==> src/hdl/atc_ram.sv <==
// atc_ram: single write port, single read port memory with registered read data
// no dependencies
module atc_ram #(
  parameter int AW    = 6,
  parameter int WIDTH = 32
) (
  input  logic             clk,
  input  logic             we,
  input  logic [AW-1:0]    waddr,
  input  logic [WIDTH-1:0] wdata,
  input  logic [AW-1:0]    raddr,
  output logic [WIDTH-1:0] rdata
);

  logic [WIDTH-1:0] mem [2**AW];
  logic [WIDTH-1:0] rdata_r;

  always_ff @(posedge clk) begin
    if (we) begin
      mem[waddr] <= wdata;
    end
    rdata_r <= mem[raddr];
  end

  assign rdata = rdata_r;

endmodule

==> config.mk <==
export PLATFORM = sky130hd
export DESIGN_NAME = atc_ram
export DESIGN_NICKNAME = d
export VERILOG_FILES = /design/src/hdl/atc_ram.sv
export SDC_FILE = /design/constraint.sdc
export NUM_CORES = 2
export LEC_CHECK = 0
export ABC_AREA = 0
export BUFFER_PORTS_ARGS = -buffer_cell sky130_fd_sc_hd__buf_2
export CAP_MARGIN = 15
export CORE_MARGIN = 4
export CORE_UTILIZATION = 56
export DETAILED_ROUTE_END_ITERATION = 10
export GPL_ROUTABILITY_DRIVEN = 0
export PLACE_DENSITY = 0.72
export SYNTH_ARGS = -nofsm -noshare
export SYNTH_HDL_FRONTEND = slang
export SYNTH_SLANG_ARGS = --single-unit
==> constraint.sdc <==
create_clock -name clk -period 4.2 [get_ports clk]
set_input_delay 0.63 -clock clk [delete_from_list [all_inputs] [get_ports clk]]
set_output_delay 0.63 -clock clk [all_outputs]
set_load 0.1 [all_outputs]
[Word level (Yosys, flattened, before mapping)]
Memory sizes are Yosys's and may differ from the RTL's. A register that Yosys moved wholly into a read port is not among the register bits.
Index checks and enable logic that the tools add are counted.
Storage, ports and cells
  memories kept: 1
  output and inout bits: 32
  input bits: 46
  bits in writable memories: 2048
  logic and storage cells: 3
  register bits after elaboration: 0
Operators by class
  multiplexer cells: 2
Memory list
  mem: words 64, width 32, read ports 1, clocked after Yosys merged registers in 1, write ports 1, RTL line 15  | logic [WIDTH-1:0] mem [2**AW];
Operators with widths (number)
  two-way mux 1 bit: 2

[Depth between registers and ports, before layout]
  word-level depth: 2
  gate-level depth with buffers: 10
  depth with buffers taken out: 5

[Worst setup path after synthesis]
OpenSTA, ideal clock, no wires.
  path kind: input port to flip-flop
  from: input port waddr[3]
  to: memory mem[48][0], enable pin
  data required time: 3739 ps
  data arrival time: 3329 ps
  buffers on the path: 1
  path slack: 410 ps
  library setup time: 461 ps
  stages: 4
  cell sequence: clkbuf_1 > nor2b_1 > nand4b_1 > nor3_1
RTL lines
  from (decl): RTL line 9  | input logic [AW-1:0] waddr,
  to (decl): RTL line 15
No word-level cell before the write port.

==> impl_results.md <==
- Dominant cell type by area after synthesis: edfxtp_1
- Slew margin rel.: 0.1851
- Critical Path Most Common Cell: mux4_2
- Peak Freq: 357.0 MHz
- Die area: 146300 sq um
- DR pass1 iterations: 6
- Layout cells sized above 1: 0.2972
- Post-synth cell types: 34
- RSZ-0062 raised after global routing: no
- CP startpoint kind: input port
- Pins over their slew limit: 0
- Final hold vios: 0
- Synth Register Bits: 2080
- Vias in the first global route: approximately 38000
- Final ANT Viol Nets: 0
- H-tree levels: 4
- Clock-pin slew on the worst setup and hold paths: 0.06 ns
- Hold buffer count at cts: 0
- Outcome: completed
- Mux cell area share after synthesis: 0.1679
- Initial Util: 0.5634
- Tcrit/Tclk final: 0.6670
- First-pass GRT wire length: 275100 um
- CTS root buffer: clkbuf_16
- Critical path fanouts, max: 39
- Layout area overhead: 12.91%
- Final setup viols: 0
- PD cells: 478.3 nW/um^2
- WS Path Type: input port to flop
- Post-route DRC: 0
- Commonest non-fill, non-tap cell in the layout: edfxtp_1
- Mapped Cells: 3324
- GR Overflow Total: 0
- # rows: 137
- NumNets Final: around 3600
- Number of max-cap violations: 0
- Worst Max-Slew Pin Slew: 1.222 ns
- Synth top area cells: edfxtp_1, mux4_2, mux2i_1, dfxtp_1, o22ai_1
- Adder-cell share of the synthesized area: 0
- Initial antenna violation count: 12
- Avg Inst Size Synth: 23.62 sq um
- Wire per inst: 34.01 um
- Commonest cells after routing, fill and taps aside: edfxtp_1, mux4_2, clkbuf_16, buf_4, mux2i_1
- DR vias/cell: 6.638
- Post-cts sizing count: 0
- Initial DRC Count: 5445
- Min Tclk post-route: 2.801 ns
- Global-route track usage on met2: 0.4101
- Nature of the critical path endpoint: flop
- Largest net degree at the start of global routing: 68
- Main combinational cell family by area after synthesis: multiplexers
- Num CTS Buffers: just under 200
- DR vias: 37450
- IO Pins: slightly below 80
- Yosys top cell area share: 0.7833
- Placed cells: between 5000 and 6000
- Worst Hold Class: input port to flop
- Filler cell count: ~9000
- VDD IR max: 0.3694 mV
- GRT Max-Usage Layer: met2
- Synth Area in XOR/XNOR: 0
- Setup TNS: 0 ns
- Clk sinks: 2080
- HPWL Detailed: 103500 um
- GR Util met1: 0.3883
- Worst EP arrival: 3.45 ns
- Pleak: 27.65 nW
- Routed wire length: 191900 um
- Die width: 382.4 um
- Syn Nets: 3370
- Post-synthesis compound-gate area fraction: 0.01673
- Syn. warnings: 0
- GR Util met3: 0.05683
- GR Util All Layers: 0.2656
- Clock Skews: 0.02688 ns
- Non-filler cells, final: ~5600
- Clock Latency Late Sink: 0.82 ns
- Post-Synth Simple-Gate Area: 0.01265
- Max incr delay on CP: 0.75 ns
- TritonCTS clock tree: done
- Req. time, crit path: 4.85 ns
- I/O Buffers: 77
- Postcts setup bufs: 0
- Die height: around 380 um
- FF/Latch Area: approximately 62000 sq um
- Crit-path slowest cell: o22ai_1
- Area of the mapped netlist: 78520 sq um
- CP Cell Sequence: buf_8 > buf_12 > mux4_2 > mux4_2 > o22ai_1 > nor2_1
- Register area share after synthesis: 0.7914
- Core ar.: between 100000 and 150000 sq um
- Top delay family on crit path: multiplexers
- CTS Buffer Depth: 3
- Critical path buffers and inverters: 2
- Multi-input gate area: around 16000 sq um
[kinds of logic after synthesis]
kind of cell / after synthesis
AND/OR/NAND/NOR: 223
buffers and inverters: 182
AO/OA/AOI/OAI: 202
multiplexers: 637
flip-flops: 2080
[stage by stage]
stage	worst slack [ns]	power, W	hold slack (ns)	utilization	cell area (sq um)
after CTS	1.403	0.04265	0.4372	0.6356	88580
final	1.399	0.04241	0.2000	0.6362	88660
after floorplan	0.4102	0.02491	0.6632	-	78520
after global routing	1.337	0.04368	0.1761	0.6361	88640
after global placement	0.5318	0.02585	0.7277	0.5916	82450
after detailed placement	0.5716	0.02590	0.7304	0.5916	82450
[worst reg2reg max path: stages (launching register included)]
cell and delay, ns:
edfxtp_1 0.36, mux4_2 0.51, mux4_2 0.49, o22ai_1 0.75, nor2_1 0.13
[power by group]
group	total (W)	internal, W	switching [W]
clock	0.0170	0.00953	0.00742
combinational	0.00235	0.000796	0.00156
sequential	0.0231	0.0230	0.000108
[per-layer routing]
metal	vias up	wire, um
met5	-	36
met4	6	5998
met3	323	21060
met2	2326	91640
met1	19980	73110
li1	14810	-
[synthesized netlist by cell type]
cell type     n
nor2b_1      15
or3_1         3
and3_1        4
nand2_1      26
clkbuf_1     74
or2_2         1
or2_1         1
nand3_1       5
nor3_1        7
o32ai_1       4
or2_0         1
a31oi_1       1
mux4_2      544
mux2i_1      93
buf_1        21
a22oi_1      12
or3b_1        2
o22ai_1      84
buf_6         5
nand4_1       2
edfxtp_1   2048
nand2b_1      8
a41o_1        4
nand3b_1      5
or3b_2        3
nand4b_1      1
nor2_1      137
buf_4        25
a311oi_1      8
o221ai_1     27
buf_2        57
a21oi_1      62
and2_1        2
dfxtp_1      32
[cell type report]
class / instances / share of cell area
antenna: 6 / 0.0001694
clock buffer: 269 / 0.06042
clock inverter: 101 / 0.008708
multi-input combinational: 1062 / 0.1801
sequential: 2080 / 0.7009
tap: 1876 / 0.02648
timing repair buffer: 247 / 0.02320
[flip-flops by register name (all words and copies together) (netlist names)]
signal	flops
mem	2048
rdata	32
[worst paths after layout]
kind | from | endpoint | slack (ns) | depth (start not counted)
worst min-delay path | wdata[10] | mem[12][10] | 0.20 | 1
worst max register to register | mem[7][10] | rdata[10] | 1.80 | 4
worst min register to register | mem[28][8] | rdata[8] | 0.76 | 4
worst max-delay path | raddr[0] | rdata[10] | 1.40 | 6
Power figures use the tool's default switching activity.
