<file path="src/hdl/atc_pkg.sv">
// atc_pkg: shared types and constants for the ant tour construction block
// no dependencies; used by atc_weight_unit and ant_tour_construction_top
package atc_pkg;

  typedef enum logic [1:0] {
    MODE_LOAD_DIST = 2'd0,
    MODE_LOAD_PHER = 2'd1,
    MODE_START     = 2'd2,
    MODE_HOP       = 2'd3
  } mode_t;

  localparam logic [1:0] CFG_ALPHA = 2'd0;
  localparam logic [1:0] CFG_BETA  = 2'd1;
  localparam logic [1:0] CFG_COUNT = 2'd2;

  typedef enum logic [3:0] {
    ST_IDLE, ST_INIT, ST_W_CAND, ST_W_MAT, ST_W_GO, ST_W_WAIT,
    ST_R_MUL, ST_R_RD, ST_R_ACC, ST_P_RD, ST_P_CITY, ST_P_EDGE,
    ST_P_CLOSE, ST_FIN
  } state_t;

  typedef enum logic [2:0] {
    WU_IDLE, WU_LOGP, WU_LOGD, WU_MULP, WU_MULD, WU_EXP
  } wu_state_t;

  typedef struct packed {
    logic        done;
    logic [31:0] weight;
  } wu_rsp_t;

  localparam logic signed [21:0] LOG_SIXTEEN  = 22'sd1048576;
  localparam logic signed [21:0] LOG_EIGHT    = 22'sd524288;
  localparam logic signed [28:0] EXP_BIAS     = 29'sd1048576;
  localparam logic signed [28:0] EXP_LIMIT    = 29'sd2097152;
  localparam logic [31:0]        WEIGHT_SAT   = 32'hFFFF_FFFF;

endpackage

</file>
<file path="src/hdl/atc_weight_unit.sv">
// atc_weight_unit: pheromone^alpha * (1/distance)^beta through log2, multiply and exp2
// one shared log2 and one shared multiplier under a small sequencer; uses atc_pkg
module atc_weight_unit (
  input  logic            clk,
  input  logic            rst_n,
  input  logic            start,
  input  logic [31:0]     pher,
  input  logic [31:0]     dist_in,
  input  logic [15:0]     alpha,
  input  logic [15:0]     beta,
  output atc_pkg::wu_rsp_t rsp
);

  atc_pkg::wu_state_t st_r, st_nxt;
  logic [31:0]        pher_r, pher_nxt;
  logic [31:0]        dist_r, dist_nxt;
  logic               pzero_r, pzero_nxt;
  logic signed [21:0] lp_r, lp_nxt;
  logic signed [21:0] ld_r, ld_nxt;
  logic signed [27:0] acc_r, acc_nxt;

  logic [31:0]        log_in;
  logic [4:0]         lead;
  logic [31:0]        norm;
  logic [20:0]        log_val;
  logic signed [21:0] mul_a;
  logic [15:0]        mul_b;
  logic signed [38:0] prod;
  logic signed [26:0] term;
  logic signed [28:0] e_val;
  logic [47:0]        shifted;
  logic [31:0]        weight;

  // shared mitchell log2
  always_comb begin
    log_in = (st_r == atc_pkg::WU_LOGP) ? pher_r : dist_r;
    lead = 5'd0;
    for (int k = 0; k < 32; k++) begin
      if (log_in[k]) lead = 5'(k);
    end
    norm    = log_in << (5'd31 - lead);
    log_val = {lead, norm[30:15]};
  end

  // shared multiplier
  always_comb begin
    mul_a = (st_r == atc_pkg::WU_MULP) ? lp_r : ld_r;
    mul_b = (st_r == atc_pkg::WU_MULP) ? alpha : beta;
    prod  = 39'(mul_a) * $signed({23'd0, mul_b});
    term  = $signed(prod[38:12]);
  end

  // exp2 with saturation
  always_comb begin
    e_val   = 29'(acc_r) + atc_pkg::EXP_BIAS;
    shifted = 48'({1'b1, e_val[15:0]}) << e_val[20:16];
    if (pzero_r && (alpha != 16'd0)) begin
      weight = 32'd0;
    end else if (e_val < 0) begin
      weight = 32'd0;
    end else if (e_val >= atc_pkg::EXP_LIMIT) begin
      weight = atc_pkg::WEIGHT_SAT;
    end else begin
      weight = shifted[47:16];
    end
  end

  always_comb begin
    st_nxt    = st_r;
    pher_nxt  = pher_r;
    dist_nxt  = dist_r;
    pzero_nxt = pzero_r;
    lp_nxt    = lp_r;
    ld_nxt    = ld_r;
    acc_nxt   = acc_r;
    unique case (st_r)
      atc_pkg::WU_IDLE: begin
        if (start) begin
          pher_nxt  = pher;
          dist_nxt  = (dist_in == 32'd0) ? 32'd1 : dist_in;
          pzero_nxt = (pher == 32'd0);
          st_nxt    = atc_pkg::WU_LOGP;
        end
      end
      atc_pkg::WU_LOGP: begin
        lp_nxt = $signed({1'b0, log_val}) - atc_pkg::LOG_SIXTEEN;
        st_nxt = atc_pkg::WU_LOGD;
      end
      atc_pkg::WU_LOGD: begin
        ld_nxt = atc_pkg::LOG_EIGHT - $signed({1'b0, log_val});
        st_nxt = atc_pkg::WU_MULP;
      end
      atc_pkg::WU_MULP: begin
        acc_nxt = pzero_r ? 28'sd0 : 28'(term);
        st_nxt  = atc_pkg::WU_MULD;
      end
      atc_pkg::WU_MULD: begin
        acc_nxt = acc_r + 28'(term);
        st_nxt  = atc_pkg::WU_EXP;
      end
      atc_pkg::WU_EXP: begin
        st_nxt = atc_pkg::WU_IDLE;
      end
      default: st_nxt = atc_pkg::WU_IDLE;
    endcase
  end

  always_ff @(posedge clk) begin
    if (!rst_n) begin
      st_r <= atc_pkg::WU_IDLE;
    end else begin
      st_r <= st_nxt;
    end
    pher_r  <= pher_nxt;
    dist_r  <= dist_nxt;
    pzero_r <= pzero_nxt;
    lp_r    <= lp_nxt;
    ld_r    <= ld_nxt;
    acc_r   <= acc_nxt;
  end

  assign rsp.done   = (st_r == atc_pkg::WU_EXP);
  assign rsp.weight = weight;

endmodule

</file>
<file path="config.mk">
export PLATFORM = sky130hd
export DESIGN_NAME = atc_weight_unit
export DESIGN_NICKNAME = d
export VERILOG_FILES = /design/src/hdl/atc_pkg.sv /design/src/hdl/atc_weight_unit.sv
export SDC_FILE = /design/constraint.sdc
export NUM_CORES = 1
export LEC_CHECK = 0
export ABC_CLOCK_PERIOD_IN_PS = 23700
export BUFFER_PORTS_ARGS = -buffer_cell sky130_fd_sc_hd__buf_2
export CAP_MARGIN = 10
export CORE_MARGIN = 2
export CORE_UTILIZATION = 35
export DETAILED_ROUTE_END_ITERATION = 10
export PLACE_DENSITY = 0.59
export SYNTH_ARGS = -nofsm -noshare
export SYNTH_HDL_FRONTEND = slang
export SYNTH_SLANG_ARGS = --single-unit
</file>
<file path="constraint.sdc">
create_clock -name clk -period 23.7 [get_ports clk]
set_clock_uncertainty 0.1 [all_clocks]
set_input_delay 2.37 -clock clk [delete_from_list [all_inputs] [get_ports clk]]
set_output_delay 2.37 -clock clk [all_outputs]
set_load 0.01 [all_outputs]
</file>
# After elaboration in Yosys (flattened, before gate mapping)
# Index checks and enable logic that the tools add are counted.
# word_totals
regBits	140
latch_bits	0
mem_bits_rw	0
romBits	0
input_bits	99
output_inout_bits	33
elab_cells	71
memories	0
# op_classes
add_sub_neg	5
n_mul	1
div	0
magnitude_cmp	2
n_eq_ne	6
shifts	2
mux	41
n_bitwise	0
n_reduce_logical	7
# ops
op	n
$mux 5	30
$mux 32	4
$logic_not 32->1	2
$pmux 28 s2	1
$shl 17x5->48	1
$mul 22x17->39	1
$shl 32x5->31	1
$add 28x22->29 const B	1
$ge 29x23->1 const B	1
$lt 29x1->1 const B	1
$add 28x27->28	1
$mux 28	1
$mux 22	1
$sub 20x21->22 const A	1
$sub 21x21->22 const B	1
$mux 16	1
$reduce_bool 16->1	1
$pmux 3 s5	1
$eq 3x2->1 const B	2
$eq 3x3->1 const B	2
$sub 5x5->5 const A	1
$eq 3x1->1 const B	1
$logic_not 3->1	1
$mux 3	1
other kinds (5)	5

# Longest topological paths before layout
# logic_depth
word_depth	36
ltp_mapped	45
depth_no_buf	41

# Worst setup path before layout
# OpenSTA, ideal clock, no wires.
# synth_timing
kind	input to register
from	in beta[2]
to	reg acc_r[27] (data pin)
setup_time_ps	267
t_arrival_ps	10017
required_ps	23333
setup_slack_ps	13316
stages	36
path_cell_list	mux2_2 > clkbuf_1 > nand2_1 > fa_1 > inv_1 > fa_1 > inv_1 > fa_1 > inv_1 > fa_1 > inv_1 > fa_1 > fa_1 > inv_1 > ha_1 > a211oi_1 > o211ai_1 > a21o_1 > and4b_1 > nor3_1 > or3_1 > a21oi_1 > xnor2_1 > ha_1 > a21o_1 > a21oi_1 > nand2_1 > o211ai_1 > a21oi_1 > o21ai_0 > nand2b_1 > a21oi_1 > o21bai_1 > a21oi_1 > xnor2_1 > o21ai_0
# synth_between
elab_chain_cells	4
# synth_rtl
element	line_no	rtl
start, declared	atc_weight_unit.sv:10	input logic [15:0] beta,
$mux 16 (*)	atc_weight_unit.sv:48	mul_b = (st_r == atc_pkg::WU_MULP) ? alpha : beta;
$mul 22x17->39 (*)	atc_weight_unit.sv:49	prod = 39'(mul_a) * $signed({23'd0, mul_b});
$add 28x27->28 or $mux 28 (tied branches)	atc_weight_unit.sv:98, atc_weight_unit.sv:94	
$pmux 28 s2 (*)	atc_weight_unit.sv:76	unique case (st_r)
named net acc_nxt[27]	atc_weight_unit.sv:20	logic signed [27:0] acc_r, acc_nxt;
end signal, assigned	atc_weight_unit.sv:119	acc_r <= acc_nxt;
end, declared	atc_weight_unit.sv:20	
# Mark *: on every way through the listed nets, which the timed path passes. The rest lies on a longest branch.
# A chain may end at the register's enable or synchronous reset.

# Final worst setup path
# layout_timing
from	reg st_r[2]
to	reg acc_r[26] (data pin)
# layout_between
elab_chain_cells	5
# layout_rtl
element	line_no	rtl
start, declared	atc_weight_unit.sv:14	atc_pkg::wu_state_t st_r, st_nxt;
start signal, assigned	atc_weight_unit.sv:110	st_r <= atc_pkg::WU_IDLE;
start signal, assigned	atc_weight_unit.sv:112	st_r <= st_nxt;
$eq 3x2->1	atc_weight_unit.sv:47, atc_weight_unit.sv:48, atc_weight_unit.sv:76	
$mux 22 or $mux 16 (tied branches)	atc_weight_unit.sv:47, atc_weight_unit.sv:48	
$mul 22x17->39	atc_weight_unit.sv:49	
$add 28x27->28 or $mux 28 (tied branches)	atc_weight_unit.sv:98, atc_weight_unit.sv:94	
$pmux 28 s2 (*)	atc_weight_unit.sv:76	
named net acc_nxt[26]	atc_weight_unit.sv:20	
# Marks and branches as above.

==> qor.csv <==
stage;metric;value;unit
setup_path;worstSetupStartpointType;flip-flop;
timing;tns;0;ns
floorplan;fp.coreArea;67040;µm²
clock_tree;h-tree-depth;4;
floorplan;io_pins;132;
floorplan;die_h;264.1;µm
placed_design;gp_congestion;0.9253;
clock_tree;post_cts_buffers;0;
synth;synth_top_family_by_area;adder cells;
setup_path;endpoint_kind;flip-flop;
final_layout;finish.utilization;0.3813;
timing;finalHoldViolCount;0;
setup_path;cp.arrival;12.25;ns
timing;maxSlewViolCount;0;
detailed_routing;viasPerCell;5.205;
synth;synth_top_area_frac;0.2941;
synth;synth_commonest_cells;inv_1, fa_1, nand2_1;
synth;netlist-cell-type-count;91;
final_layout;syn_to_final_growth;7.934;%
floorplan;dieWidth;264.1;µm
final_layout;num-nets-final;3238;
timing;post-route-period-util;0.5130;
detailed_routing;vias;18489;
detailed_routing;drt_pass1_iterations;7;
min_path;min_path_type;flip-flop to flip-flop;
detailed_routing;wl;62110;µm
placed_design;dp_hpwl;50630;µm
setup_path;path_max_fanout;55;
timing;period_needed;12.16;ns
detailed_routing;wl_per_cell;17.49;µm
global_routing;grt_most_used_layer;met2;
global_routing;use_met2;0.3055;
synth;synth_edf_count;136;
clock_tree;clock_latency;0.48;ns
clock_tree;cts_buffer_depth;2;
setup_path;max_stage_delay;0.87;ns
clock_tree;cts_tree;built;
setup_path;critPathKind;flip-flop to flip-flop;
clock_tree;numCtsBuffers;17;
synth;synth_area;23690;µm²
placed_design;io_buffers;131;
synth;yosysWarnings;0;
timing;slew_headroom;0.3326;
setup_path;crit_path_frequent_cell;fa_1;
synth;yosysSeqAreaShare;0.1750;
synth;synth_compound_area_frac;0.1032;
global_routing;grt_pass1_vias;19077;
final_layout;n_antenna_cell;0;
synth;syn-num-nets;3216;
final_layout;num-fill-cells;6844;
synth;synth_cells;2644;
floorplan;initial_utilization;0.3533;
synth;yosysTopAreaCell;fa_1;
global_routing;grt_util_all_layers;0.1855;
run_status;status;completed;
synth;post_synth_and_or_nand_nor_area_fraction;0.1576;
final_layout;drive_gt1_frac;0.1094;
synth;synthFlopType;edfxtp_1;
synth;async_flop_share;0;
synth;synthAdderAreaFrac;0.3602;
synth;synth_most_common_cell;inv_1;
synth;synthXorXnorAreaFrac;0.02552;
detailed_routing;drc;0;
timing;setup_viol;0;
global_routing;antenna_found_initial;1;
clock_tree;path_clk_slew;0.07;ns
global_routing;grt_pass1_wl;102700;µm
synth;avgSynthCellArea;8.958;µm²
synth;yosys_register_bits;139;
timing;fmax;0.08225;GHz
clock_tree;cts_hold_buf;0;
detailed_routing;final_antenna_net_count;0;
clock_tree;cts_root_buf;clkbuf_16;
setup_path;crit_path_top_delay_cell;mux2i_1;
synth;synth.area.mux_share;0.07945;
timing;rsz0062_at_grt;no;
setup_path;cp_data_required_time;23.80;ns
global_routing;use_met3;0.02619;
clock_tree;clock-sinks;139;
detailed_routing;drtIter0Drc;1255;
global_routing;grt.overflow.total;0;
global_routing;grt_max_degree;75;
timing;worstMarginPinSlew;0.9818;ns
job;cap_violations;0;
clock_tree;ctsResizeCount;0;
floorplan;row_count;95;
floorplan;dieArea;69770;µm²
global_routing;use_met1;0.2500;
synth;yosys-top-cells-area;fa_1, edfxtp_1, inv_1, ha_1, nand2_1;
[cells in the final DEF, fill, tap and decap left out, types with 62 or more instances in the layout]
cell      netlist  final
ha_1          125    125
inv_1         449    449
a21oi_1       114    114
nor2_1        227    227
edfxtp_1      136    136
nand2_1       334    334
o21ai_0        71     71
fa_1          348    348
mux2_2         62     62
buf_2          15    131
mux2i_1        98     93
[stage by stage]
stage	hold slack (ns)	setup slack, ns	instances	cell area [µm²]
4_1_cts	0.5521	11.58	3552	25560
3_5_place_dp	0.5424	11.36	3520	24990
3_3_place_gp	0.5261	11.37	3520	24990
6_report	0.5474	11.54	3552	25560
2_1_floorplan	0.4057	13.32	2644	23690
5_1_grt	0.5996	10.76	3552	25560
[area by class of cell]
| type | count | area, µm² | area share |
|---|---|---|---|
| multi-input combinational | 1904 | 17240 | 0.6743 |
| timing repair buffer | 150 | 798.3 | 0.03123 |
| clock buffer | 17 | 425.4 | 0.01664 |
| tap | 873 | 1092 | 0.04273 |
| inverter | 454 | 1717 | 0.06715 |
| sequential | 139 | 4144 | 0.1621 |
| clock inverter | 15 | 150.1 | 0.005873 |
[sequential cells by signal, summed over array words and instances, names as in the netlist]
signal	flops
st_r	3
ld_r	22
pzero_r	1
dist_r	32
acc_r	28
pher_r	32
lp_r	21
[path summary, 6_finish.rpt]
check                                     startpoint  slack (ns)                   end  depth (start not counted)
worst max register to register  st_r[2]$_SDFFE_PN0P_       11.54   acc_r[26]$_DFFE_PP_                         38
worst min-delay path            st_r[2]$_SDFFE_PN0P_        0.55  st_r[1]$_SDFFE_PN0P_                          1
worst max-delay path            st_r[2]$_SDFFE_PN0P_       11.54   acc_r[26]$_DFFE_PP_                         38
worst min register to register  st_r[2]$_SDFFE_PN0P_        0.55  st_r[1]$_SDFFE_PN0P_                          1
[cells by family after synthesis]
group                    Yosys count
AND/OR/NAND/NOR                  821
adder cells (fa/ha/maj)          473
flip-flops                       139
AO/OA/AOI/OAI                    371
buffers and inverters            601
multiplexers                     170
XOR/XNOR                          69
[routing by layer]
metal | wire length, µm | up-vias
met5 | 0 | -
met4 | 1779 | 0
met3 | 3258 | 92
met2 | 29210 | 509
met1 | 27860 | 9164
li1 | - | 8724
[worst max-delay path, delay by kind of cell, from the launching register on]
family	cells	cell delay, ns
DFF	1	0.51
adders and majority gates	8	3.24
xor gates and xnor gates	1	0.14
buffers and inverters	5	1.00
and+or+nand+nor	11	2.85
muxes	1	0.87
AOI/OAI and AO/OA	12	3.10
Power is left out: the tool's default activity adds up to more than one toggle a clock period on the data nets, which glitch-free logic cannot reach.
